<file path="config.mk">
export PLATFORM = sky130hd
export DESIGN_NAME = breakpoint_table_interpolator_unit
export DESIGN_NICKNAME = d
export VERILOG_FILES = /design/src/sv/bti_pkg.sv /design/src/sv/breakpoint_table_interpolator_unit.sv
export SDC_FILE = /design/constraint.sdc
export NUM_CORES = 2
export LEC_CHECK = 0
export BUFFER_PORTS_ARGS = -buffer_cell sky130_fd_sc_hd__buf_2
export CAP_MARGIN = 5
export CORE_AREA = 5 5 412 414
export DETAILED_ROUTE_END_ITERATION = 7
export DIE_AREA = 0 0 417 419
export PLACE_DENSITY = 0.66
export SLEW_MARGIN = 20
export SYNTH_ARGS = -nofsm -noshare
export SYNTH_HDL_FRONTEND = slang
export SYNTH_SLANG_ARGS = --single-unit
export TNS_END_PERCENT = 20
</file>
<file path="constraint.sdc">
create_clock -name clk -period 8.6 [get_ports clk]
set_input_delay 1.72 -clock clk [delete_from_list [all_inputs] [get_ports clk]]
set_output_delay 1.72 -clock clk [all_outputs]
set_load 0.02 [all_outputs]
</file>
<file path="src/sv/bti_pkg.sv">
`timescale 1ns / 1ps
// ---------------------------------------------------------------------------
// bti_pkg
// Shared types and constants for the breakpoint table interpolator.
// ---------------------------------------------------------------------------
package bti_pkg;

    localparam int DEF_MAX_POINTS = 16;

    // Input item mode codes
    localparam logic MODE_ADD   = 1'b0;
    localparam logic MODE_QUERY = 1'b1;

    // Result status codes
    localparam logic STATUS_OK   = 1'b0;
    localparam logic STATUS_FULL = 1'b1;

    // Quotient bits of the interpolation fraction (value range 0..65536)
    localparam int DIV_STEPS = 17;
    localparam int DCW       = $clog2(DIV_STEPS);

    typedef enum logic [2:0] {
        ST_IDLE,
        ST_SCAN,
        ST_DIV,
        ST_MUL,
        ST_SUM,
        ST_OUT
    } state_t;

endpackage

</file>
<file path="src/sv/breakpoint_table_interpolator_unit.sv">
`timescale 1ns / 1ps
// Flow: an add, or a query on an empty table, goes straight to the output stage; another
//   query scans the breakpoints held (one entry per cycle through the table memory read
//   port) and, between two entries, runs the 17-step divider, multiply and sum first.
// Throughput: one item at a time; the next item is taken once the previous one has
//   moved to the output register.
// Reset: rst_n clears control state, the breakpoint count and default_value.
// ---------------------------------------------------------------------------
// breakpoint_table_interpolator_unit
// Piecewise linear lookup over an insertion-ordered table of Q16.16
// breakpoints held in a synchronous memory.
// ---------------------------------------------------------------------------
module breakpoint_table_interpolator_unit #(
    parameter int MAX_POINTS = bti_pkg::DEF_MAX_POINTS
) (
    input  logic        clk,
    input  logic        rst_n,
    // configuration: default_value
    input  logic        cfg_valid,
    output logic        cfg_ready,
    input  logic [31:0] cfg_data,
    // input items
    input  logic        s_tvalid,
    output logic        s_tready,
    input  logic [63:0] s_tdata,   // [31:0] key_height, [63:32] point_value
    input  logic [0:0]  s_tuser,   // [0] mode
    // result items
    output logic        m_tvalid,
    input  logic        m_tready,
    output logic [39:0] m_tdata,   // [31:0] result_value, [36:32] entry_count, [39:37] zero
    output logic [0:0]  m_tuser    // [0] status
);
    import bti_pkg::*;

    localparam int IW = $clog2(MAX_POINTS);
    localparam int CW = $clog2(MAX_POINTS + 1);

    localparam logic signed [33:0] SAT_HI = 34'sd2147483647;
    localparam logic signed [33:0] SAT_LO = -34'sd2147483648;

    // table memory: {value, height}
    logic [63:0] mem [MAX_POINTS];
    logic [63:0] rd_data_reg;
    logic [IW-1:0] rd_addr;
    logic [IW-1:0] wr_addr;
    logic          wr_en;

    state_t state_reg, state_next;
    logic [CW-1:0] count_reg, count_next;
    logic [IW-1:0] idx_reg, idx_next;
    logic [DCW-1:0] dcnt_reg, dcnt_next;
    logic signed [31:0] default_reg;

    logic signed [31:0] q_reg, q_next;
    logic signed [31:0] ph_reg, ph_next;
    logic signed [31:0] pv_reg, pv_next;
    logic signed [32:0] dv_reg, dv_next;
    logic [31:0] den_reg, den_next;
    logic [32:0] rem_reg, rem_next;
    logic [DIV_STEPS-1:0] quo_reg, quo_next;
    logic signed [50:0] prod_reg, prod_next;
    logic signed [31:0] pend_value_reg, pend_value_next;
    logic pend_status_reg, pend_status_next;

    logic m_valid_reg, m_valid_next;
    logic signed [31:0] m_value_reg, m_value_next;
    logic m_status_reg, m_status_next;
    logic [4:0] m_count_reg, m_count_next;

    logic signed [31:0] rd_h;
    logic signed [31:0] rd_v;
    logic signed [32:0] num_diff;
    logic signed [32:0] den_diff;
    logic [32:0] trial;
    logic signed [17:0] frac_s;
    logic signed [50:0] prod_adj;
    logic signed [50:0] step_full;
    logic signed [33:0] sum_full;
    logic [CW+4:0] count_wide;

    assign rd_h = rd_data_reg[31:0];
    assign rd_v = rd_data_reg[63:32];

    assign cfg_ready = 1'b1;
    assign s_tready  = (state_reg == ST_IDLE);
    assign m_tvalid  = m_valid_reg;
    assign m_tdata   = {3'b000, m_count_reg, m_value_reg};
    assign m_tuser   = m_status_reg;

    assign num_diff   = 33'(q_reg) - 33'(ph_reg);
    assign den_diff   = 33'(rd_h) - 33'(ph_reg);
    assign trial      = (dcnt_reg == DCW'(DIV_STEPS - 1)) ? rem_reg : {rem_reg[31:0], 1'b0};
    assign frac_s     = {1'b0, quo_reg};
    // truncate toward zero on the divide by 65536
    assign prod_adj   = prod_reg + (prod_reg[50] ? 51'sd65535 : 51'sd0);
    assign step_full  = prod_adj >>> 16;
    assign sum_full   = 34'(pv_reg) + $signed(step_full[33:0]);
    assign count_wide = (CW + 5)'(count_reg);

    always_ff @(posedge clk)
    begin
        if (wr_en)
        begin
            mem[wr_addr] <= {s_tdata[63:32], s_tdata[31:0]};
        end
        rd_data_reg <= mem[rd_addr];
    end

    always_comb
    begin
        state_next       = state_reg;
        count_next       = count_reg;
        idx_next         = idx_reg;
        dcnt_next        = dcnt_reg;
        q_next           = q_reg;
        ph_next          = ph_reg;
        pv_next          = pv_reg;
        dv_next          = dv_reg;
        den_next         = den_reg;
        rem_next         = rem_reg;
        quo_next         = quo_reg;
        prod_next        = prod_reg;
        pend_value_next  = pend_value_reg;
        pend_status_next = pend_status_reg;
        m_valid_next     = m_valid_reg;
        m_value_next     = m_value_reg;
        m_status_next    = m_status_reg;
        m_count_next     = m_count_reg;
        rd_addr          = '0;
        wr_addr          = count_reg[IW-1:0];
        wr_en            = 1'b0;

        if (m_valid_reg && m_tready)
        begin
            m_valid_next = 1'b0;
        end

        case (state_reg)
            ST_IDLE:
            begin
                if (s_tvalid)
                begin
                    pend_status_next = STATUS_OK;
                    pend_value_next  = '0;
                    if (s_tuser[0] == MODE_ADD)
                    begin
                        if (count_reg < CW'(MAX_POINTS))
                        begin
                            wr_en      = 1'b1;
                            count_next = count_reg + CW'(1);
                        end
                        else
                        begin
                            pend_status_next = STATUS_FULL;
                        end
                        state_next = ST_OUT;
                    end
                    else
                    begin
                        q_next = s_tdata[31:0];
                        if (count_reg == '0)
                        begin
                            pend_value_next = default_reg;
                            state_next      = ST_OUT;
                        end
                        else
                        begin
                            idx_next   = '0;
                            state_next = ST_SCAN;
                        end
                    end
                end
            end

            ST_SCAN:
            begin
                if (rd_h >= q_reg)
                begin
                    if (idx_reg == '0)
                    begin
                        pend_value_next = rd_v;
                        state_next      = ST_OUT;
                    end
                    else
                    begin
                        // previous entry lies strictly below the query, so den > 0
                        den_next   = den_diff[31:0];
                        rem_next   = {1'b0, num_diff[31:0]};
                        dv_next    = 33'(rd_v) - 33'(pv_reg);
                        quo_next   = '0;
                        dcnt_next  = DCW'(DIV_STEPS - 1);
                        state_next = ST_DIV;
                    end
                end
                else if (CW'(idx_reg) == count_reg - CW'(1))
                begin
                    pend_value_next = rd_v;
                    state_next      = ST_OUT;
                end
                else
                begin
                    ph_next  = rd_h;
                    pv_next  = rd_v;
                    idx_next = idx_reg + IW'(1);
                    rd_addr  = idx_reg + IW'(1);
                end
            end

            ST_DIV:
            begin
                // restoring division; first step takes the dividend unshifted
                if (trial >= {1'b0, den_reg})
                begin
                    rem_next = trial - {1'b0, den_reg};
                    quo_next = {quo_reg[DIV_STEPS-2:0], 1'b1};
                end
                else
                begin
                    rem_next = trial;
                    quo_next = {quo_reg[DIV_STEPS-2:0], 1'b0};
                end
                if (dcnt_reg == '0)
                begin
                    state_next = ST_MUL;
                end
                else
                begin
                    dcnt_next = dcnt_reg - DCW'(1);
                end
            end

            ST_MUL:
            begin
                prod_next  = 51'(dv_reg) * 51'(frac_s);
                state_next = ST_SUM;
            end

            ST_SUM:
            begin
                if (sum_full > SAT_HI)
                begin
                    pend_value_next = SAT_HI[31:0];
                end
                else if (sum_full < SAT_LO)
                begin
                    pend_value_next = SAT_LO[31:0];
                end
                else
                begin
                    pend_value_next = sum_full[31:0];
                end
                state_next = ST_OUT;
            end

            ST_OUT:
            begin
                if (!m_valid_reg || m_tready)
                begin
                    m_valid_next  = 1'b1;
                    m_value_next  = pend_value_reg;
                    m_status_next = pend_status_reg;
                    m_count_next  = count_wide[4:0];
                    state_next    = ST_IDLE;
                end
            end

            default:
            begin
                state_next = ST_IDLE;
            end
        endcase
    end

    always_ff @(posedge clk or negedge rst_n)
    begin
        if (!rst_n)
        begin
            state_reg   <= ST_IDLE;
            count_reg   <= '0;
            idx_reg     <= '0;
            dcnt_reg    <= '0;
            m_valid_reg <= 1'b0;
            default_reg <= '0;
        end
        else
        begin
            state_reg   <= state_next;
            count_reg   <= count_next;
            idx_reg     <= idx_next;
            dcnt_reg    <= dcnt_next;
            m_valid_reg <= m_valid_next;
            if (cfg_valid && cfg_ready)
            begin
                default_reg <= cfg_data;
            end
        end
    end

    always_ff @(posedge clk)
    begin
        q_reg           <= q_next;
        ph_reg          <= ph_next;
        pv_reg          <= pv_next;
        dv_reg          <= dv_next;
        den_reg         <= den_next;
        rem_reg         <= rem_next;
        quo_reg         <= quo_next;
        prod_reg        <= prod_next;
        pend_value_reg  <= pend_value_next;
        pend_status_reg <= pend_status_next;
        m_value_reg     <= m_value_next;
        m_status_reg    <= m_status_next;
        m_count_reg     <= m_count_next;
    end

endmodule

</file>
* Word level (Yosys, flattened, before mapping)
Memories as Yosys holds them, arrays and structs flattened. A register that Yosys moved wholly into a read port is not among the register bits. Cells that the tools add are included.
Storage, ports and cells: register bits 383, RAM bits 1024, bits of input ports 102, memories 1
Memories:
- mem | depth 16, bits a word 64, read ports 1, clocked after Yosys merged registers in 1, write ports 1, line breakpoint_table_interpolator_unit.sv:42 | logic [63:0] mem [MAX_POINTS];
Operators by class: magnitude comparators 5, reduce and logical (&&, ||, !) cells 21, multiply operators 1, bitwise logic cells 4, add/subtract/negate cells 10, equal/unequal tests 19, multiplexer cells 51
Operators with widths (count):
- $mux 32 | 8
- $mux 33 | 4
- $pmux 32 s3 | 1
- $pmux 33 s2 | 1
- $sub 32x32->32 | 2
- $mul 33x18->51 | 1
- $add 50x17->50 | 1
- $add 32x34->34 | 1
- $gt 34x32->1 const B | 1
- $lt 34x32->1 const B | 1
- $mux 17 | 2
- $pmux 17 s2 | 1
- $ge 33x32->1 | 1
- $sub 32x32->33 | 1
- $sub 33x32->33 | 1
- $ge 32x32->1 | 1
- $mux 4 | 8
- $mux 3 | 8
- $ne 2x2->1 const B | 9
- $pmux 3 s6 | 1
- $mux 16 | 1
- $reduce_and 4->1 | 4
- $mux 5 | 3
- $reduce_and 3->1 | 4
- 25 further kinds | 45

* Longest topological paths before layout
depth after elaboration 7, depth in mapped cells 27

* Worst setup path after synthesis
OpenSTA, ideal clock, no wires.
path kind input -> register, start input s_tvalid, end memory mem[3][0] (enable), required time 8.036 ns, setup time 0.564 ns, setup slack 0.983 ns, path buffers 0, arrival time 7.052 ns, stages on the path 4, path through and2_1 nor3b_1 nand2_1 nor3_1
On the way: longest elaborated chain between the ends 4
Ends and longest elaborated chain:
- start, declared | line breakpoint_table_interpolator_unit.sv:23 | input logic s_tvalid,
- $mux 1 | line breakpoint_table_interpolator_unit.sv:141 | if (s_tvalid)
- $mux 1 | line breakpoint_table_interpolator_unit.sv:138 | case (state_reg)
- $mux 1 | line breakpoint_table_interpolator_unit.sv:102 | if (wr_en)
- $mux 1 (not written as such) | line breakpoint_table_interpolator_unit.sv:104 | mem[wr_addr] <= {s_tdata[63:32], s_tdata[31:0]};
- end, declared | line breakpoint_table_interpolator_unit.sv:42
No other way between the ends.

* Final worst setup path
start register quo_reg[7], end register prod_reg[49], data pin
On the way: longest elaborated chain between the ends 1
Ends and longest elaborated chain:
- start, declared | line breakpoint_table_interpolator_unit.sv:60 | logic [DIV_STEPS-1:0] quo_reg, quo_next;
- start signal, assigned | line breakpoint_table_interpolator_unit.sv:307 | quo_reg <= quo_next;
- $mul 33x18->51 | line breakpoint_table_interpolator_unit.sv:234 | prod_next = 51'(dv_reg) * 51'(frac_s);
- end signal, assigned | line breakpoint_table_interpolator_unit.sv:308 | prod_reg <= prod_next;
- end, declared | line breakpoint_table_interpolator_unit.sv:61 | logic signed [50:0] prod_reg, prod_next;
No other way between the ends. A chain may end at the register's enable or synchronous reset.

==> out/qor.txt <==
==================================================================================================
Outcome                                                                               finished with violations
Violations in the final reports                                                       design-rule violations
Class of the tightest hold or removal check                                                reg2reg
Origin of the critical flop-to-flop path                                                quo_reg[7]
Fill cell count                                                                             13.70k
Biggest area consumer among synthesized cells                                             edfxtp_1
Quantity of gates resized following cts                                                          0
Share of post-route cells with drive strength above 1                                       8.494%
Primary FF master, synth                                                                  edfxtp_1
Root buffer selected by CTS                                                              clkbuf_16
Initial cell density of the core                                                            49.64%
Main area contributors after synthesis                                                edfxtp_1 49%, fa_1 13%, ha_1 5.1%, inv_1 3.5%, o221ai_1 3.4%
Final worst clock skew                                                                  0.03046 ns
Post-CTS repair timing setup buffer count                                                        0
Cell count after synthesis                                                                    6658
CP max stage delay                                                                         1.05 ns
Max-Slew Margin vs Limit                                                                    27.50%
R2R Setup Slk                                                                              0.61 ns
Num Clock Sinks                                                                               1471
DP HPWL                                                                                  143300 um
Beginning of the worst hold path                                                      pend_value_reg[1]
Routability congestion estimate                                                             0.9003
Number of enable flip-flop cells after synthesis                                              1357
Remaining global-route overflow                                                                  0
RR Endpoint                                                                           prod_reg[49]
Clock transition time at the flip-flop clock pins of the worst setup and hold paths        0.06 ns
X dimension of the die                                                                      417 um
Clock latency on the worst-skew pair                                                       0.80 ns
Ratio of routed vias to standard cells                                                       5.910
CTS H-tree lvls                                                                                  4
Number of library cell types mapped by synthesis                                                79
Wire length reported by the detailed router                                              222500 um
CP Capture Type                                                                          flip-flop
Largest net degree at the start of global routing                                              159
DRC violation count after routing                                                                1
Syn. warnings                                                                                    0
Area growth from synthesis to final layout                                                  9.941%
Endpoints failing setup                                                                          0
Max Cap Violations                                                                               0
CTS buffer count                                                                               155
Number of stages on the worst hold path                                                          0
Routed vias                                                                                 53.68k
Final Net Count                                                                               7712
CP Data Required Time                                                                      9.14 ns
Number of buffers inserted for hold repair after clock tree synthesis                            0
Area share of the largest cell type after synthesis                                         49.48%
CTS tree                                                                                      done
Sort of element at the start of the critical path                                        flip-flop
DIE HEIGHT                                                                                  419 um
Area of the die                                                                         174700 um2
Count of standard-cell rows                                                                    150
DRT iter0 DRCs                                                                                5037
Std-Cell Core Area                                                                      165900 um2
Maximum clock frequency                                                                  125.1 MHz
Unrepaired setup endpoints after global routing                                                 no
Endpoint, Worst Hold                                                                  m_value_reg[1]
Kind of critical path                                                                      reg2reg
Number of routed nets with antenna violations                                                    0
Register area share after synthesis                                                         52.56%
Number of cells traversed by the worst register-to-register path                                21
Global-route wire length before repair                                                   339800 um
CP most frequent cell                                                                         fa_1
Number of storage elements in the synthesis netlist                                           1471
Sum of negative setup slack                                                                   0 ns
Period utilisation layout                                                                   92.94%
Clock period minus worst slack                                                            7.993 ns
Slew at the pin closest to its max-slew limit                                             1.085 ns
Mean cell area of the mapped netlist                                                     12.37 um2
Cell type of the slowest stage on the worst timing path                                   edfxtp_1
Slew Limit Fails                                                                                 0
Via count of the first global-routing pass                                                  54.95k
Detail-routed net length per standard cell                                                24.50 um
Netlist area before placement                                                            82350 um2
Number of I/O port buffers                                                                     141
Number of hold violations in the final report                                                    0
Antenna violations before repair                                                                23
I/O pin cnt                                                                                    146
First-pass DRT Iterations                                                                        8
WP data arrival                                                                            8.53 ns
GR Util All Layers                                                                          25.48%
Critical path peak fanout                                                                       25
Flip-flop count of the largest register after layout                                          1024
Fraction of registers with async set or reset after synthesis                               3.399%
Worst path cell trace                                                                 nand2_1, fa_1, inv_1, fa_1, inv_1, fa_1, fa_1, inv_1, fa_1, fa_1, ha_1, a21oi_1, a21boi_0, a211oi_1, o21a_1, o21ai_1, a221oi_1, o21ai_1, a221o_1, a21oi_1, xnor2_1
CTS max path bufs                                                                                3
==================================================================================================
## Yosys cell counts, types with 14 or more instances
library cell and count:
a211oi_1 18, a21o_1 190, a21oi_1 504, a22oi_1 32, a31oi_1 45, and2_1 226
and3_1 55, buf_1 21, buf_2 79, clkbuf_1 211, dfrtp_1 50, dfxtp_1 64
edfxtp_1 1357, fa_1 541, ha_1 334, inv_1 757, mux2_2 67, mux2i_1 22
nand2_1 726, nand2b_1 41, nand3_1 51, nand4_1 32, nor2_1 151, nor2b_1 37
nor3_1 39, o211ai_1 51, o21a_1 26, o21ai_0 115, o21bai_1 24, o221ai_1 321
o31a_1 71, or3_1 14, xnor2_1 156, xor2_1 78
## area by class of cell
| class | instances | area (um2) | share of cell area, % |
|---|---|---|---|
| clock buffer | 220 | 4257 | 4.701 |
| inverter | 758 | 2846 | 3.144 |
| tap | 2204 | 2758 | 3.046 |
| sequential | 1471 | 43280 | 47.80 |
| multi-input combinational | 4105 | 35070 | 38.73 |
| antenna | 15 | 37.54 | 0.04146 |
| clock inverter | 66 | 630.6 | 0.6965 |
| timing repair buffer | 244 | 1662 | 1.835 |
## worst max-delay path by stage
stage | startpoint | end | slack (ns) | depth (start not counted)
floorplan | s_tvalid | mem[3][0] | 0.98 | 4
global placement | quo_reg[7] | prod_reg[49] | 0.84 | 21
detailed placement | quo_reg[7] | prod_reg[49] | 0.60 | 21
CTS | quo_reg[7] | prod_reg[49] | 0.58 | 21
global route | quo_reg[7] | prod_reg[49] | 0.18 | 21
finish | quo_reg[7] | prod_reg[49] | 0.61 | 21
## routing by layer
layer / vias up / GRT usage [%] / part of all wire [%]
li1: 23910 / - / -
met1: 27160 / 34.22 / 41
met2: 2169 / 41.78 / 48
met3: 432 / 4.471 / 7.8
met4: 10 / 9.601 / 3.8
met5: - / 0 / 0.028
## critical path: cells and delay by family (launching register included)
family	cells	cell delay [ns]
DFF	1	1.05
xor gates and xnor gates	1	0.09
AOI/OAI and AO/OA	9	2.90
and+or+nand+nor	1	0.19
buffers and inverters	3	0.15
adders and majority gates	7	3.31
## cells by family after synthesis
group	share of synthesized area, %
other	0.009119
adders and majority gates	18.23
buffers and inverters	5.179
xor gates and xnor gates	2.489
muxes	1.184
and+or+nand+nor	8.026
DFF	52.56
AOI/OAI and AO/OA	12.33
## placed cells by master, fill, tap and decap left out, types with 55 or more instances in the layout
cell type,Yosys,routed
dfxtp_1,64,64
buf_4,4,88
o31a_1,71,71
xnor2_1,156,156
edfxtp_1,1357,1357
nor2_1,151,135
clkbuf_16,0,158
ha_1,334,334
mux2_2,67,67
fa_1,541,541
o21ai_0,115,115
o221ai_1,321,321
a21o_1,190,190
and2_1,226,225
a21oi_1,504,504
xor2_1,78,78
inv_1,757,757
buf_2,79,141
nand2_1,726,725
clkbuf_1,211,55
## per-stage QoR
| step | worst slack (ns) | util [%] | area [um2] | std cells | hold slack [ns] |
|---|---|---|---|---|---|
| 2_1_floorplan | 0.9834 | - | 82360 | 6660 | 0.4003 |
| 3_3_place_gp | 0.8429 | 51.60 | 85600 | 8781 | 0.4079 |
| 3_5_place_dp | 0.6023 | 51.60 | 85600 | 8781 | 0.4045 |
| 4_1_cts | 0.5758 | 54.54 | 90490 | 9067 | 0.4177 |
| 5_1_grt | 0.1793 | 54.56 | 90520 | 9074 | 0.4188 |
| 6_report | 0.6075 | 54.57 | 90540 | 9083 | 0.4153 |
Power is not shown: default switching activity piles up to over one toggle a cycle in this logic, so the estimate is an artifact.
